File: src/rtl/kmp_pattern_search_defines.svh
// Assertion macros for the pattern search block.
`ifndef KMP_PATTERN_SEARCH_DEFINES_SVH
`define KMP_PATTERN_SEARCH_DEFINES_SVH

// Check a condition in the same cycle as its trigger.
`define KMP_ASSERT_NOW(lbl, ante, cons, msg) \
  lbl: assert property (@(posedge clk) disable iff (!rst_n) (ante) |-> (cons)) \
    else $error(msg);

// Check a condition in the cycle after its trigger.
`define KMP_ASSERT_NEXT(lbl, ante, cons, msg) \
  lbl: assert property (@(posedge clk) disable iff (!rst_n) (ante) |=> (cons)) \
    else $error(msg);

`endif

File: src/rtl/kmp_pkg.sv
// Shared constants and types for the pattern search block.
package kmp_pkg;

  localparam int KMP_PATTERN_DEPTH   = 64;
  localparam int KMP_SYMBOL_BITS     = 8;
  localparam int KMP_TEXT_INDEX_BITS = 16;
  localparam int KMP_SYM_FIELD_BITS  = 8;
  localparam int KMP_POS_BITS        = 16;

  localparam logic CMD_LOAD = 1'b0;
  localparam logic CMD_TEXT = 1'b1;

  typedef enum logic [3:0] {
    S_IDLE = 4'b0001,
    S_SYM  = 4'b0010,
    S_CMP  = 4'b0100,
    S_OUT  = 4'b1000
  } kmp_state_t;

  typedef struct packed {
    logic pat_we;
    logic fail_we;
  } kmp_wr_t;

endpackage

File: src/rtl/kmp_tables.sv
// Pattern and failure-link memories with registered reads and the shared symbol compare.
module kmp_tables #(
  parameter int DEPTH  = kmp_pkg::KMP_PATTERN_DEPTH,
  parameter int SYM_W  = kmp_pkg::KMP_SYMBOL_BITS,
  parameter int ADDR_W = 6
) (
  input  logic            clk,
  input  kmp_pkg::kmp_wr_t wr,
  input  logic [ADDR_W-1:0] waddr,
  input  logic [SYM_W-1:0]  pat_wdata,
  input  logic [ADDR_W-1:0] fail_wdata,
  input  logic [ADDR_W-1:0] pat_raddr,
  input  logic [ADDR_W-1:0] fail_raddr,
  input  logic [SYM_W-1:0]  cmp_sym,
  output logic              sym_eq,
  output logic [ADDR_W-1:0] fail_rdata
);
  import kmp_pkg::*;

  logic [SYM_W-1:0]  pat_mem  [DEPTH];
  logic [ADDR_W-1:0] fail_mem [DEPTH];
  logic [SYM_W-1:0]  pat_q_r;
  logic [ADDR_W-1:0] fail_q_r;

  always_ff @(posedge clk) begin
    if (wr.pat_we) begin
      pat_mem[waddr] <= pat_wdata;
    end
    pat_q_r <= pat_mem[pat_raddr];
  end

  always_ff @(posedge clk) begin
    if (wr.fail_we) begin
      fail_mem[waddr] <= fail_wdata;
    end
    fail_q_r <= fail_mem[fail_raddr];
  end

  assign sym_eq     = (pat_q_r == cmp_sym);
  assign fail_rdata = fail_q_r;

endmodule

File: src/rtl/kmp_pattern_search.sv
// Top level of the streaming pattern search block.
//
// Input channel in_*: in_tuser selects the command (0 loads one pattern symbol,
// 1 feeds one text symbol), in_tdata carries the symbol, in_tlast marks the last
// pattern symbol or the last text symbol. Loading a symbol after a closed pattern
// starts a new pattern; the failure table is built as symbols arrive.
// Output channel out_*: one item per text, out_tuser = 1 with the zero-based start
// of the first match in out_tdata, or out_tuser = 0 and position 0 when the text
// ends without a match. Text symbols after a match give no further result.
// Steps: a text symbol goes to S_CMP, a pattern symbol to S_SYM then S_CMP, and each
// failure link followed adds a pass through S_SYM and S_CMP. The first symbol of a
// pattern, a dropped pattern symbol and a text symbol after a match or against an
// empty pattern are handled in S_IDLE. A link step is two registered memory reads
// and one pass through the single symbol comparator. A result goes through S_OUT to
// the output register. in_tready is low while an item is being worked on.
// A result waits in the output register while out_tready is low; the block keeps
// taking items until a second result is due, then holds until the first is taken.
// Reset leaves an empty closed pattern and clears the search state; the memories
// need no clearing pass since only written entries are ever read.
`include "kmp_pattern_search_defines.svh"

module kmp_pattern_search #(
  parameter int PATTERN_DEPTH   = kmp_pkg::KMP_PATTERN_DEPTH,
  parameter int SYMBOL_BITS     = kmp_pkg::KMP_SYMBOL_BITS,
  parameter int TEXT_INDEX_BITS = kmp_pkg::KMP_TEXT_INDEX_BITS
) (
  input  logic                                 clk,
  input  logic                                 rst_n,
  input  logic                                 in_tvalid,
  output logic                                 in_tready,
  input  logic [kmp_pkg::KMP_SYM_FIELD_BITS-1:0] in_tdata,  // [7:0] symbol
  input  logic                                 in_tuser,  // [0] command
  input  logic                                 in_tlast,
  output logic                                 out_tvalid,
  input  logic                                 out_tready,
  output logic [kmp_pkg::KMP_POS_BITS-1:0]     out_tdata, // [15:0] position
  output logic                                 out_tuser  // [0] found
);
  import kmp_pkg::*;

  localparam int SW = (SYMBOL_BITS < KMP_SYM_FIELD_BITS) ? SYMBOL_BITS : KMP_SYM_FIELD_BITS;
  localparam int AW = (PATTERN_DEPTH > 1) ? $clog2(PATTERN_DEPTH) : 1;
  localparam int LW = $clog2(PATTERN_DEPTH + 1);
  localparam int PW = (TEXT_INDEX_BITS > KMP_POS_BITS) ? TEXT_INDEX_BITS : KMP_POS_BITS;
  localparam logic [TEXT_INDEX_BITS-1:0] IDX_MAX = '1;

  kmp_state_t state_r, state_nxt;
  logic [LW-1:0]              len_r, len_nxt;
  logic                       closed_r, closed_nxt;
  logic [AW-1:0]              matched_r, matched_nxt;
  logic [TEXT_INDEX_BITS-1:0] tidx_r, tidx_nxt;
  logic                       reported_r, reported_nxt;
  logic                       text_r, text_nxt;
  logic [SW-1:0]              sym_r, sym_nxt;
  logic                       last_r, last_nxt;
  logic [AW-1:0]              pos_r, pos_nxt;
  logic [AW-1:0]              k_r, k_nxt;
  logic                       res_found_r, res_found_nxt;
  logic [KMP_POS_BITS-1:0]    res_pos_r, res_pos_nxt;
  logic                       out_valid_r, out_valid_nxt;
  logic                       out_found_r, out_found_nxt;
  logic [KMP_POS_BITS-1:0]    out_pos_r, out_pos_nxt;

  kmp_wr_t       wr;
  logic          acc;
  logic [SW-1:0] in_sym;
  logic [LW-1:0] pos_now;
  logic          room;
  logic [AW-1:0] waddr, pat_raddr, fail_raddr, fail_wdata, fail_q;
  logic [LW-1:0] len_m1, knew;
  logic [AW-1:0] k_m1;
  logic          sym_eq, hit;
  logic [PW-1:0] idx_ext, start;
  logic [TEXT_INDEX_BITS-1:0] tidx_inc;

  assign in_tready  = (state_r == S_IDLE);
  assign acc        = in_tvalid && in_tready;
  assign in_sym     = in_tdata[SW-1:0];
  assign pos_now    = closed_r ? '0 : len_r;
  assign room       = (LW'(pos_now) < LW'(PATTERN_DEPTH));
  assign len_m1     = len_r - LW'(1);
  assign k_m1       = k_r - AW'(1);
  assign knew       = LW'(k_r) + LW'(sym_eq);
  assign hit        = (knew >= len_r);
  assign idx_ext    = PW'(tidx_r);
  assign start      = idx_ext + PW'(1) - PW'(len_r);
  assign tidx_inc   = (tidx_r == IDX_MAX) ? tidx_r : tidx_r + TEXT_INDEX_BITS'(1);
  assign waddr      = (state_r == S_IDLE) ? pos_now[AW-1:0] : pos_r;
  assign pat_raddr  = (state_r == S_IDLE) ? matched_r : fail_q;
  assign fail_raddr = (state_r == S_IDLE) ? len_m1[AW-1:0] : k_m1;

  kmp_tables #(
    .DEPTH  (PATTERN_DEPTH),
    .SYM_W  (SW),
    .ADDR_W (AW)
  ) u_tables (
    .clk        (clk),
    .wr         (wr),
    .waddr      (waddr),
    .pat_wdata  (in_sym),
    .fail_wdata (fail_wdata),
    .pat_raddr  (pat_raddr),
    .fail_raddr (fail_raddr),
    .cmp_sym    (sym_r),
    .sym_eq     (sym_eq),
    .fail_rdata (fail_q)
  );

  always_comb begin
    state_nxt     = state_r;
    len_nxt       = len_r;
    closed_nxt    = closed_r;
    matched_nxt   = matched_r;
    tidx_nxt      = tidx_r;
    reported_nxt  = reported_r;
    text_nxt      = text_r;
    sym_nxt       = sym_r;
    last_nxt      = last_r;
    pos_nxt       = pos_r;
    k_nxt         = k_r;
    res_found_nxt = res_found_r;
    res_pos_nxt   = res_pos_r;
    out_valid_nxt = out_valid_r;
    out_found_nxt = out_found_r;
    out_pos_nxt   = out_pos_r;
    wr            = '0;
    fail_wdata    = '0;

    if (out_valid_r && out_tready) begin
      out_valid_nxt = 1'b0;
    end

    unique case (state_r)
      S_IDLE: begin
        if (acc) begin
          sym_nxt  = in_sym;
          last_nxt = in_tlast;
          text_nxt = (in_tuser == CMD_TEXT);
          if (in_tuser == CMD_LOAD) begin
            if (closed_r) begin
              len_nxt      = '0;
              matched_nxt  = '0;
              tidx_nxt     = '0;
              reported_nxt = 1'b0;
            end
            closed_nxt = in_tlast;
            if (room) begin
              wr.pat_we = 1'b1;
              pos_nxt   = pos_now[AW-1:0];
              if (pos_now == '0) begin
                wr.fail_we = 1'b1;
                len_nxt    = LW'(1);
              end else begin
                state_nxt = S_SYM;
              end
            end
          end else begin
            closed_nxt = 1'b1;
            if (reported_r) begin
              if (in_tlast) begin
                matched_nxt  = '0;
                tidx_nxt     = '0;
                reported_nxt = 1'b0;
              end
            end else if (len_r == '0) begin
              res_found_nxt = 1'b1;
              res_pos_nxt   = idx_ext[KMP_POS_BITS-1:0];
              reported_nxt  = 1'b1;
              tidx_nxt      = tidx_inc;
              if (in_tlast) begin
                matched_nxt  = '0;
                tidx_nxt     = '0;
                reported_nxt = 1'b0;
              end
              state_nxt = S_OUT;
            end else begin
              k_nxt     = matched_r;
              state_nxt = S_CMP;
            end
          end
        end
      end
      S_SYM: begin
        k_nxt     = fail_q;
        state_nxt = S_CMP;
      end
      S_CMP: begin
        if (!sym_eq && (k_r != '0)) begin
          state_nxt = S_SYM;
        end else if (!text_r) begin
          wr.fail_we = 1'b1;
          fail_wdata = knew[AW-1:0];
          len_nxt    = LW'(pos_r) + LW'(1);
          state_nxt  = S_IDLE;
        end else begin
          state_nxt = S_IDLE;
          tidx_nxt  = tidx_inc;
          if (hit) begin
            res_found_nxt = 1'b1;
            res_pos_nxt   = start[KMP_POS_BITS-1:0];
            reported_nxt  = 1'b1;
            matched_nxt   = '0;
            state_nxt     = S_OUT;
          end else begin
            matched_nxt = knew[AW-1:0];
          end
          if (last_r) begin
            if (!hit) begin
              res_found_nxt = 1'b0;
              res_pos_nxt   = '0;
              state_nxt     = S_OUT;
            end
            matched_nxt  = '0;
            tidx_nxt     = '0;
            reported_nxt = 1'b0;
          end
        end
      end
      S_OUT: begin
        if (!out_valid_r || out_tready) begin
          out_valid_nxt = 1'b1;
          out_found_nxt = res_found_r;
          out_pos_nxt   = res_pos_r;
          state_nxt     = S_IDLE;
        end
      end
      default: begin
        state_nxt = S_IDLE;
      end
    endcase
  end

  always_ff @(posedge clk) begin
    if (!rst_n) begin
      state_r     <= S_IDLE;
      len_r       <= '0;
      closed_r    <= 1'b1;
      matched_r   <= '0;
      tidx_r      <= '0;
      reported_r  <= 1'b0;
      out_valid_r <= 1'b0;
    end else begin
      state_r     <= state_nxt;
      len_r       <= len_nxt;
      closed_r    <= closed_nxt;
      matched_r   <= matched_nxt;
      tidx_r      <= tidx_nxt;
      reported_r  <= reported_nxt;
      out_valid_r <= out_valid_nxt;
    end
  end

  always_ff @(posedge clk) begin
    text_r      <= text_nxt;
    sym_r       <= sym_nxt;
    last_r      <= last_nxt;
    pos_r       <= pos_nxt;
    k_r         <= k_nxt;
    res_found_r <= res_found_nxt;
    res_pos_r   <= res_pos_nxt;
    out_found_r <= out_found_nxt;
    out_pos_r   <= out_pos_nxt;
  end

  assign out_tvalid = out_valid_r;
  assign out_tdata  = out_pos_r;
  assign out_tuser  = out_found_r;

  `KMP_ASSERT_NOW(a_reported_no_partial, reported_r, (matched_r == '0), "partial match kept after report")
  `KMP_ASSERT_NOW(a_matched_below_len, ((state_r == S_IDLE) && (len_r != '0)), (LW'(matched_r) < len_r), "matched length reached pattern length")
  `KMP_ASSERT_NOW(a_link_below_pos, ((state_r == S_CMP) && !text_r), (k_r < pos_r), "failure link not below load position")
  `KMP_ASSERT_NEXT(a_empty_pattern_hit, (acc && (in_tuser == CMD_TEXT) && !reported_r && (len_r == '0)), ((state_r == S_OUT) && res_found_r), "empty pattern gave no match")

endmodule

File: config.mk
export PLATFORM = sky130hd
export DESIGN_NAME = kmp_pattern_search
export DESIGN_NICKNAME = d
export VERILOG_FILES = /design/src/rtl/kmp_pkg.sv /design/src/rtl/kmp_tables.sv /design/src/rtl/kmp_pattern_search.sv
export VERILOG_INCLUDE_DIRS = /design/src /design/src/rtl
export SDC_FILE = /design/constraint.sdc
export NUM_CORES = 1
export LEC_CHECK = 0
export BUFFER_PORTS_ARGS = -buffer_cell sky130_fd_sc_hd__buf_2
export CORE_ASPECT_RATIO = 0.5
export CORE_MARGIN = 2
export CORE_UTILIZATION = 35
export DETAILED_ROUTE_END_ITERATION = 12
export HOLD_SLACK_MARGIN = 0.03
export PLACE_DENSITY = 0.55
export SETUP_SLACK_MARGIN = 0.5
export SYNTH_ARGS = -nofsm -noshare
export SYNTH_HDL_FRONTEND = slang
export SYNTH_SLANG_ARGS = --single-unit
export TNS_END_PERCENT = 10
File: constraint.sdc
create_clock -name clk -period 4.9 [get_ports clk]
set_clock_uncertainty 0.2 [all_clocks]
set_input_delay 0.49 -clock clk [delete_from_list [all_inputs] [get_ports clk]]
set_output_delay 0.49 -clock clk [all_outputs]
set_load 0.02 [all_outputs]
Word level (Yosys, flattened, before mapping)
Memory sizes are Yosys's and may differ from the RTL's. A register that Yosys moved wholly into a read port is not among the register bits.
Index checks and enable logic that the tools add are counted.
Cells by class
  bitwise logic cells: 1
  reductions and logical operators: 21
  multiplexer cells: 102
  order comparisons: 2
  $add $sub $neg: 6
  equal/unequal tests: 23
Operators with widths (count)
  16-bit two-way mux: 20
  6-bit two-way mux: 20
  16-bit case mux with 2 select lines: 2
  7-bit two-way mux: 7
  4-bit two-way mux: 12
  1-bit two-way mux: 31
  6-bit case mux with 2 select lines: 2
  16-bit by 1-bit adder with 16-bit output, second input constant: 1
  16-bit == test, second input constant: 1
  4-bit case mux with 4 select lines: 1
  16-bit by 7-bit subtractor with 16-bit output: 1
  5-bit AND reduction: 3
  7-bit zero test: 2
  2-bit inequality test, second input constant: 7
  7-bit case mux with 2 select lines: 1
  7-bit AND reduction: 2
  6-bit AND reduction: 2
  6-bit by 1-bit subtractor with 6-bit output, second input constant: 2
  3-bit inequality test, second input constant: 3
  8-bit == test: 1
  6-bit by 1-bit adder with 7-bit output: 1
  6-bit by 1-bit adder with 7-bit output, second input constant: 1
  7-bit greater-or-equal comparator: 1
  7-bit < comparator, second input constant: 1
  18 further kinds: 30
Word-level totals
  bits in writable memories: 896
  bits of input ports: 14
  logic and storage cells: 173
  flip-flop bits (word level): 92
  memories kept: 2
  output and inout bits: 19
Memory list
  u_tables.pat_mem: words 64, width 8, read ports 1, clocked after memory_dff 1, write ports 1, RTL line kmp_tables.sv:20  | logic [SYM_W-1:0] pat_mem [DEPTH];
  u_tables.fail_mem: words 64, width 6, read ports 1, clocked after memory_dff 1, write ports 1, RTL line kmp_tables.sv:21  | logic [ADDR_W-1:0] fail_mem [DEPTH];

Logic depth before layout (Yosys ltp)
Gate-level depths: netlist of run 1.
  depth in word-level cells: 9
  depth in mapped cells: 17
  depth with buffers taken out: 15

Modules after synthesis
Synthesis of run 1 repeated with hierarchy kept, for this count alone.
Second synthesis, totals
  cell total of the unflattened synthesis: 2256
  area total of the unflattened synthesis: 40832.9 sq um
Modules (own cells, without submodules)
  kmp_tables: times used 1, seq. area each 27186.1 sq um, cells an instance 1638, area an instance 35190.0 sq um
  kmp_pattern_search: times used 1, seq. area each 2402.3 sq um, cells an instance 618, area an instance 5642.9 sq um

Least setup slack after synthesis of run 1
OpenSTA, ideal clock, no wires.
  path kind: reg-to-reg
  start point: reg state_r[3]
  end point: reg res_found_r, enable pin
  setup time: 0.440 ns
  data arrival time: 3.664 ns
  data required time: 4.260 ns
  clock period less this slack: 4.304 ns
  path buffers: 2
  slack: 0.596 ns
  stages on the path, launching flop included: 7
  cells stage by stage: dfxtp_1 or4b_1 buf_2 clkinv_1 buf_1 nand2_1 o41ai_1
On the way
  cells in the longest elaborated chain, start to end: 4
  elaborated cells on any way between the ends: 11
  those cells by class: eq/ne (8); reduce/logical (3)
RTL lines
  start: declaration: RTL line kmp_pattern_search.sv:47  | kmp_state_t state_r, state_nxt;
  start signal: assignment: RTL line kmp_pattern_search.sv:243  | state_r <= state_nxt;
  4-bit by 1-bit == test with 1-bit output *: RTL line kmp_pattern_search.sv:76  | assign in_tready = (state_r == S_IDLE);
  named net in_tready: RTL line kmp_pattern_search.sv:30  | output logic in_tready,
  1-bit logical AND: RTL line kmp_pattern_search.sv:77  | assign acc = in_tvalid && in_tready;
  2-bit by 1-bit inequality test with 1-bit output (no source line)
  7-bit AND reduction (no source line) *
  end signal: assignment: RTL line kmp_pattern_search.sv:259  | res_found_r <= res_found_nxt;
  end: declaration: RTL line kmp_pattern_search.sv:58  | logic res_found_r, res_found_nxt;
The timed path passes the listed nets; every way through them passes the cells marked *.
A chain may end at the register's enable or synchronous reset.

Worst setup path in the final report of run 1
  start point: reg state_r[3]
  end point: mem u_tables.fail_mem[40][2], enable pin
On the way
  cells in the longest elaborated chain, start to end: 6
  elaborated cells on any way between the ends: 8
  those cells by class: eq/ne (2); mux (5); reduce/logical (1)
RTL lines
  4-bit by 1-bit == test with 1-bit output: RTL line kmp_pattern_search.sv:76, kmp_pattern_search.sv:88, kmp_pattern_search.sv:133
  1-bit logical AND: RTL line kmp_pattern_search.sv:77
  2-bit two-way mux: RTL line kmp_pattern_search.sv:135  | if (acc) begin
  1-bit case mux with 2 select lines: RTL line kmp_pattern_search.sv:133  | unique case (state_r)
  1-bit two-way mux: RTL line kmp_tables.sv:33  | if (wr.fail_we) begin
  1-bit two-way mux (not written as such): RTL line kmp_tables.sv:34  | fail_mem[waddr] <= fail_wdata;
  end: declaration: RTL line kmp_tables.sv:21
Parallel ways exist; a longest one is shown, timed or not.

==> impl_results.md, run 1 <==
- Status: finished, final reports clean
- Met1 Use GR: about a quarter
- Fmax: between 200 and 250 MHz
- Cell-by-cell trace of the critical path: or4b_2, buf_4, nand2_1, a21boi_0, nand3_1, buf_4, nor2_1
- Die X-Extent: 487 um
- RSZ-0062 raised after global routing: yes
- Critical Path RT: 4.99 ns
- Root buffer cell: clkbuf_16
- # IOs: 33
- Pwr dens: roughly 500 nW/um^2
- Max-slew headroom: about 37%
- FF-to-FF Start: state_r[3]
- Nets: 2877
- Yosys reg bits: 1002
- Hold Fails Final Rpt: 0
- Slowest stage delay, CP: between 0.7 and 0.8 ns
- Synth warn: 0
- CTS clk-pin slew, worst paths: 0.06 ns
- Sequential share of the synthesized area: around 73%
- Crit Path Max Fanout: 26
- Area grow syn2layout: 15.3%
- Total congestion overflow: 0
- Critical-path top delay cell: or4b_2
- Fin area: between 40000 and 50000 um^2
- Slew @ Worst Pin: between 0.9 and 1 ns
- FF/Latch Area: ~30000 um^2
- Hpwl dp: approximately 63000 um
- Commonest non-fill, non-tap cell in the layout: edfxtp_1
- Synth unique cells: between 60 and 70
- WL final: about 100000 um
- M2 GR Usage: between 20 and 30%
- Most used routing layer: met2
- Syn_nets: 2725
- GRT Resource Usage Total: ~17%
- Worst VDD drop: approximately 0.52 mV
- Fin crit period: between 4 and 5 ns
- Mapped cell area: 40800 um^2
- Starting density of the core: 35.3%
- Final Instance Count excl. Fillers: between 4000 and 5000
- CP arrival: roughly 4.4 ns
- Largest net degree at the start of global routing: 97
- RR Endpoint: u_tables.fail_mem[40][2]
- Number of enable flip-flop cells after synthesis: roughly 950
- # rows: a little under 90
- Num CTS Buffers: 96
- Buffer depth of the longest clock path: 3
- Detail Route Antenna Nets: 0
- Initial antenna violation count: 1
- Vias: about 23000
- Max Cap Violations: 0
- Core box area: roughly 120000 um^2
- CP Capture Point: u_tables.fail_mem[40][2]
- Remaining DRCs: 0
- HP Class: primary input to register
- Area of the multi-input gates: 10700 um^2
- Vias in the first global route: roughly 23000
- Placed Area: 43800 um^2
- Commonest non-fill, non-tap cells in the layout: edfxtp_1, nand2_1, nor2_1
- Die Y-Extent: about 250 um
- Pre-Repair DR Iteration Count: 7
- Final TNS setup: 0 ns
- Crit share post-route: between 80 and 90%
- Share of layout cells above drive strength 1: between 15 and 20%
- Synthesized instance count: between 2000 and 3000
- Pleak: 0.0161 uW
- Port Buffers: 32
- Util after Layout: between 40% and 50%
- Routed len/inst: between 20 and 25 um
- Pins Over Slew Limit: 0
- TritonCTS clock tree: done
- R2R depth: 7
- Total Power: about 24000 uW
- Iteration-0 DRC Markers: between 2000 and 2500
- Ys async rst share: 0%
- Cell repeated most along the worst path: buf_4
- Worst Setup End Kind: register
- Routing usage on met3: 3.06%
- CTS sink count: ~1000
- R2r setup slk: about 0.61 ns
- Final setup vio count: 0
- Worst skew pair latency: about 0.70 ns
- CP Launch Type: register
- Worst Setup SP: state_r[3]
- Die area: between 100000 and 150000 um^2
- First-pass GRT wire length: about 150000 um
- Syn avg cell area: 15.2 um^2
- Main flop type after synthesis: edfxtp_1
- Final estimated routing congestion in global placement: around 0.85
- Crit Path Category: register to register
- Placed cell count: ~4300
- CTS H-tree depth: 3
- Vias per cell: 5.27
- Filler cells: 10500
-- registers in the layout (all words and copies together), names as in the netlist --
name                 flops
idx_ext                 16
u_tables.pat_q_r         8
reported_r               1
last_r                   1
sym_r                    8
matched_r                6
res_pos_r               16
k_r                      6
pos_r                    6
res_found_r              1
text_r                   1
u_tables.fail_mem      384
out_tdata               16
out_tvalid               1
out_tuser                1
closed_r                 1
u_tables.fail_rdata      6
len_r                    7
state_r                  4
u_tables.pat_mem       512
-- repair_timing --
item / 4_1_cts / 5_1_grt
hold buffers: 6 / 0
setup buffers: 0 / 0
endpoints found under the setup margin: 0 / 24
gates resized for setup: 0 / 5
hold endpoints to repair: 11 / 0
-- cell families after synthesis --
family / count (synthesis) / synth area share [%]
flops: 1002 / 72.6
simple gates: 874 / 9.28
compound gates: 298 / 5.08
mux: 275 / 9.67
buf+inv: 175 / 1.76
xor+xnor: 47 / 1.01
fa+ha+maj: 20 / 0.632
-- cell usage after synthesis (6+ instances only) --
cell | number | area, um^2
nor2b_1 | 8 | 50.1
nand2b_1 | 11 | 68.8
mux2_2 | 12 | 135
a21oi_1 | 41 | 205
mux4_2 | 94 | 2120
o21ai_0 | 28 | 140
nor2_1 | 198 | 743
o211ai_1 | 6 | 45.0
mux2i_1 | 168 | 1680
clkbuf_1 | 97 | 364
a32oi_1 | 76 | 666
buf_1 | 10 | 37.5
o21a_1 | 6 | 45.0
or3_1 | 9 | 56.3
and3_1 | 37 | 231
a211oi_1 | 7 | 52.6
edfxtp_1 | 952 | 28600
nor3b_1 | 8 | 60.1
xor2_1 | 17 | 149
nor3_1 | 23 | 115
nand4_1 | 16 | 100
xnor2_1 | 30 | 263
buf_2 | 34 | 170
nand3_1 | 86 | 430
nor4_1 | 6 | 37.5
ha_1 | 19 | 238
a22oi_1 | 14 | 105
a31oi_1 | 85 | 532
nand3b_1 | 7 | 52.6
inv_1 | 30 | 113
and2_1 | 7 | 43.8
dfxtp_1 | 50 | 1000
nand2_1 | 442 | 1660
-- how the worst min path moves through the flow --
stage | startpoint | end | slack (ns) | cells after the start
6_report | in_tdata[4] | u_tables.pat_mem[3][4] | 0.16 | 1
3_3_place_gp | res_pos_r[3] | out_tdata[3] | 0.24 | 0
5_1_grt | in_tdata[4] | u_tables.pat_mem[10][4] | 0.13 | 1
3_5_place_dp | res_pos_r[14] | out_tdata[14] | 0.24 | 0
2_1_floorplan | res_pos_r[1] | out_tdata[1] | 0.22 | 0
4_1_cts | in_tdata[4] | u_tables.pat_mem[2][4] | 0.11 | 1
-- worst max-delay path, delay by kind of cell, from the launching register on --
| kind | cells | cell delay [ns] |
|---|---|---|
| simple gates | 4 | 2.14 |
| buf+inv | 2 | 0.70 |
| compound gates | 1 | 0.48 |
| flops | 1 | 0.35 |
-- metal layers --
layer  wire length, um  part of all wire, %
met4              1580                  1.5
met2             48000                   47
met1             47400                   46
met5                 0                    0
met3              5910                  5.7
-- where the power goes --
part	switching, uW	internal, uW
Clock	3260	4230
Sequential	147	9520
Combinational	4200	2210
Total	7610	16000
-- area by class of cell --
cell class	instances	share of cell area, %
sequential	1002	62.9
multi-input combinational	1514	22.7
clock buffer	130	5.64
tap	1530	4.07
timing repair buffer	198	3.38
clock inverter	50	1.06
inverter	31	0.250
antenna	2	0.0106
-- metrics by stage --
step	setup WS (ns)	hold WS (ns)
4_1_cts	0.555	0.109
5_1_grt	0.479	0.130
2_1_floorplan	0.596	0.218
3_3_place_gp	0.625	0.237
6_report	0.605	0.161
3_5_place_dp	0.591	0.239
No activity file was read; power rests on OpenSTA's default activity.
==> run 2, diff against run 1 <==
==> constraint.sdc (replaced) <==
create_clock -name clk -period 5.32 [get_ports clk]
set_clock_uncertainty 0.2 [all_clocks]
set_input_delay 0.532 -clock clk [delete_from_list [all_inputs] [get_ports clk]]
set_output_delay 0.532 -clock clk [all_outputs]
set_load 0.02 [all_outputs]
==> run 2 against run 1 <==
  * Maximum frequency shrank 4.8%
  * Combinational power shrank 8.6%
  * Design area shrank 1.4%
  * Total power shrank 8.0%
  * Hold slack lost 0.076 ns
==> impl_results.md, run 2 (synthesis gave the netlist of run 1 again) <==
- Max Cap Violations: 0
- Pleak: between 0.015 and 0.02 uW
- # IOs: 33
- First-pass GRT wire length: between 150000 and 200000 um
- Status: finished, final reports clean
- Remaining DRCs: 0
- Buffer depth of the longest clock path: 3
- Hold Fails Final Rpt: 0
- Final TNS setup: 0 ns
- Total congestion overflow: 0
- Root buffer cell: clkbuf_16
- Most flops, register: u_tables.pat_mem
- Top flop regs: u_tables.pat_mem x512, u_tables.fail_mem x384
- Largest register FFs: 512
- Share of layout cells above drive strength 1: 13.7%
- Crit Path Max Fanout: 17
- Slowest stage delay, CP: ~0.63 ns
- Critical-path top delay cell: o21ai_2
- Final estimated routing congestion in global placement: approximately 0.8
- Iteration-0 DRC Markers: roughly 2400
- Port Buffers: 32
- Hold EP: u_tables.pat_mem[0][4]
- Cell-by-cell trace of the critical path: xnor2_1, nand4_1, nor2_1, ha_1, ha_1, nand3_1, xor2_1, inv_1, ha_1, a21o_1, a31oi_1, o21ai_2, buf_4, nand2_1, o311ai_0
- Routed len/inst: approximately 23 um
- Hpwl dp: about 62000 um
- RR Endpoint: res_pos_r[10]
- Fmax: ~220 MHz
- Critical Path RT: about 5.6 ns
- Post-CTS Setup Bufs: 0
- Nets: between 2000 and 3000
- Worst Setup SP: sym_r[3]
- Crit share post-route: ~85%
- Min-Delay Path Depth: 1
- Commonest non-fill, non-tap cell in the layout: edfxtp_1
- Worst Setup End Kind: register
- # diodes: 0
- Vias in the first global route: about 23000
- CTS clk-pin slew, worst paths: approximately 0.070 ns
- Placed cell count: 4193
- CTS H-tree depth: 3
- Vias: roughly 23000
- Die X-Extent: between 400 and 500 um
- # rows: 88
- Core box area: between 100000 and 150000 um^2
- Die Y-Extent: approximately 250 um
- CP arrival: approximately 4.8 ns
- Pwr dens: roughly 470 nW/um^2
- CP Launch Type: register
- Max-slew headroom: between 30% and 40%
- Worst skew pair latency: between 0.6 and 0.7 ns
- Worst VDD drop: 0.403 mV
- Slew @ Worst Pin: 1.04 ns
- Initial antenna violation count: 1
- Die area: between 100000 and 150000 um^2
- Final Instance Count excl. Fillers: roughly 4400
- RSZ-0062 raised after global routing: no
- FF-to-FF Start: sym_r[3]
- Pre-Repair DR Iteration Count: 7
- Area grow syn2layout: 13.7%
- Vias per cell: roughly 5.4
- WL final: between 100000 and 150000 um
- Largest net degree at the start of global routing: between 100 and 150
- Cell repeated most along the worst path: ha_1
- Starting density of the core: between 30% and 40%
- Fin crit period: between 4 and 5 ns
- GRT Resource Usage Total: 17.0%
- Pins Over Slew Limit: 0
- Worst hold start: in_tdata[4]
- CTS sink count: roughly 1000
- Detail Route Antenna Nets: 0
- HP Class: primary input to register
- R2R depth: 15
- R2r setup slk: a little over 0.8 ns
- Commonest non-fill, non-tap cells in the layout: edfxtp_1, nand2_1, nor2_1
- Final setup vio count: 0
- Num CTS Buffers: 94
- Crit Path Category: register to register
- TritonCTS clock tree: done
run 2: final cells by class:
class,count,area [um^2]
Clock buffer,123,2550
Inverter,31,118
Tap cell,1530,1910
Timing Repair Buffer,120,981
Clock inverter,52,591
Sequential cell,1002,29600
Fill cell,10500,69000
Multi-Input combinational cell,1514,10600
run 2: power breakdown:
part           leakage [uW]  internal (uW)  switching [uW]  total, uW
registers           0.00966           8770             127       8900
clock network       0.00151           3900            3030       6930
logic               0.00451           2000            3870       5860
total                0.0157          14700            7020      21700
run 2: worst max-delay path by stage:
stage | slack [ns] | depth (start not counted) | end
6_report | 0.81 | 15 | res_pos_r[10]
5_1_grt | 0.50 | 15 | res_pos_r[10]
4_1_cts | 0.89 | 15 | res_pos_r[10]
3_5_place_dp | 0.92 | 15 | res_pos_r[10]
3_3_place_gp | 1.03 | 15 | res_pos_r[10]
2_1_floorplan | 1.02 | 6 | res_found_r
run 2: layer usage:
| layer | vias up | part of all wire, % | global-route usage [%] |
|---|---|---|---|
| li1 | 10500 | - | - |
| met1 | 12100 | 46 | 24.4 |
| met2 | 677 | 47 | 27.2 |
| met3 | 126 | 5.2 | 2.49 |
| met4 | 0 | 2.0 | 4.50 |
| met5 | - | 0 | 0 |
run 2: per-stage QoR:
| step | total power (uW) | utilization [%] | area, um^2 | hold WS [ns] | setup WS [ns] |
|---|---|---|---|---|---|
| 2_1_floorplan | 12800 | - | 40800 | 0.218 | 1.02 |
| 6_report | 21700 | 40.2 | 46400 | 0.0843 | 0.808 |
| 4_1_cts | 21800 | 40.2 | 46400 | 0.0329 | 0.892 |
| 3_3_place_gp | 15000 | 37.4 | 43200 | 0.241 | 1.03 |
| 3_5_place_dp | 15000 | 37.4 | 43200 | 0.241 | 0.919 |
| 5_1_grt | 22500 | 40.2 | 46400 | 0.0524 | 0.501 |
run 2: worst max-delay path, delay by kind of cell, from the launching register on:
family	cells	cell delay, ns
AOI/OAI and AO/OA	4	1.19
xor gates and xnor gates	2	0.53
adders and majority gates	3	0.81
buffers and inverters	2	0.37
DFF	1	0.38
and+or+nand+nor	4	0.80
run 2: timing repair:
item | 4_1_cts | 5_1_grt
setup endpoints to repair | 0 | 0
resized for setup | 0 | 0
endpoints found under the hold margin | 9 | 0
hold buffers | 4 | 0
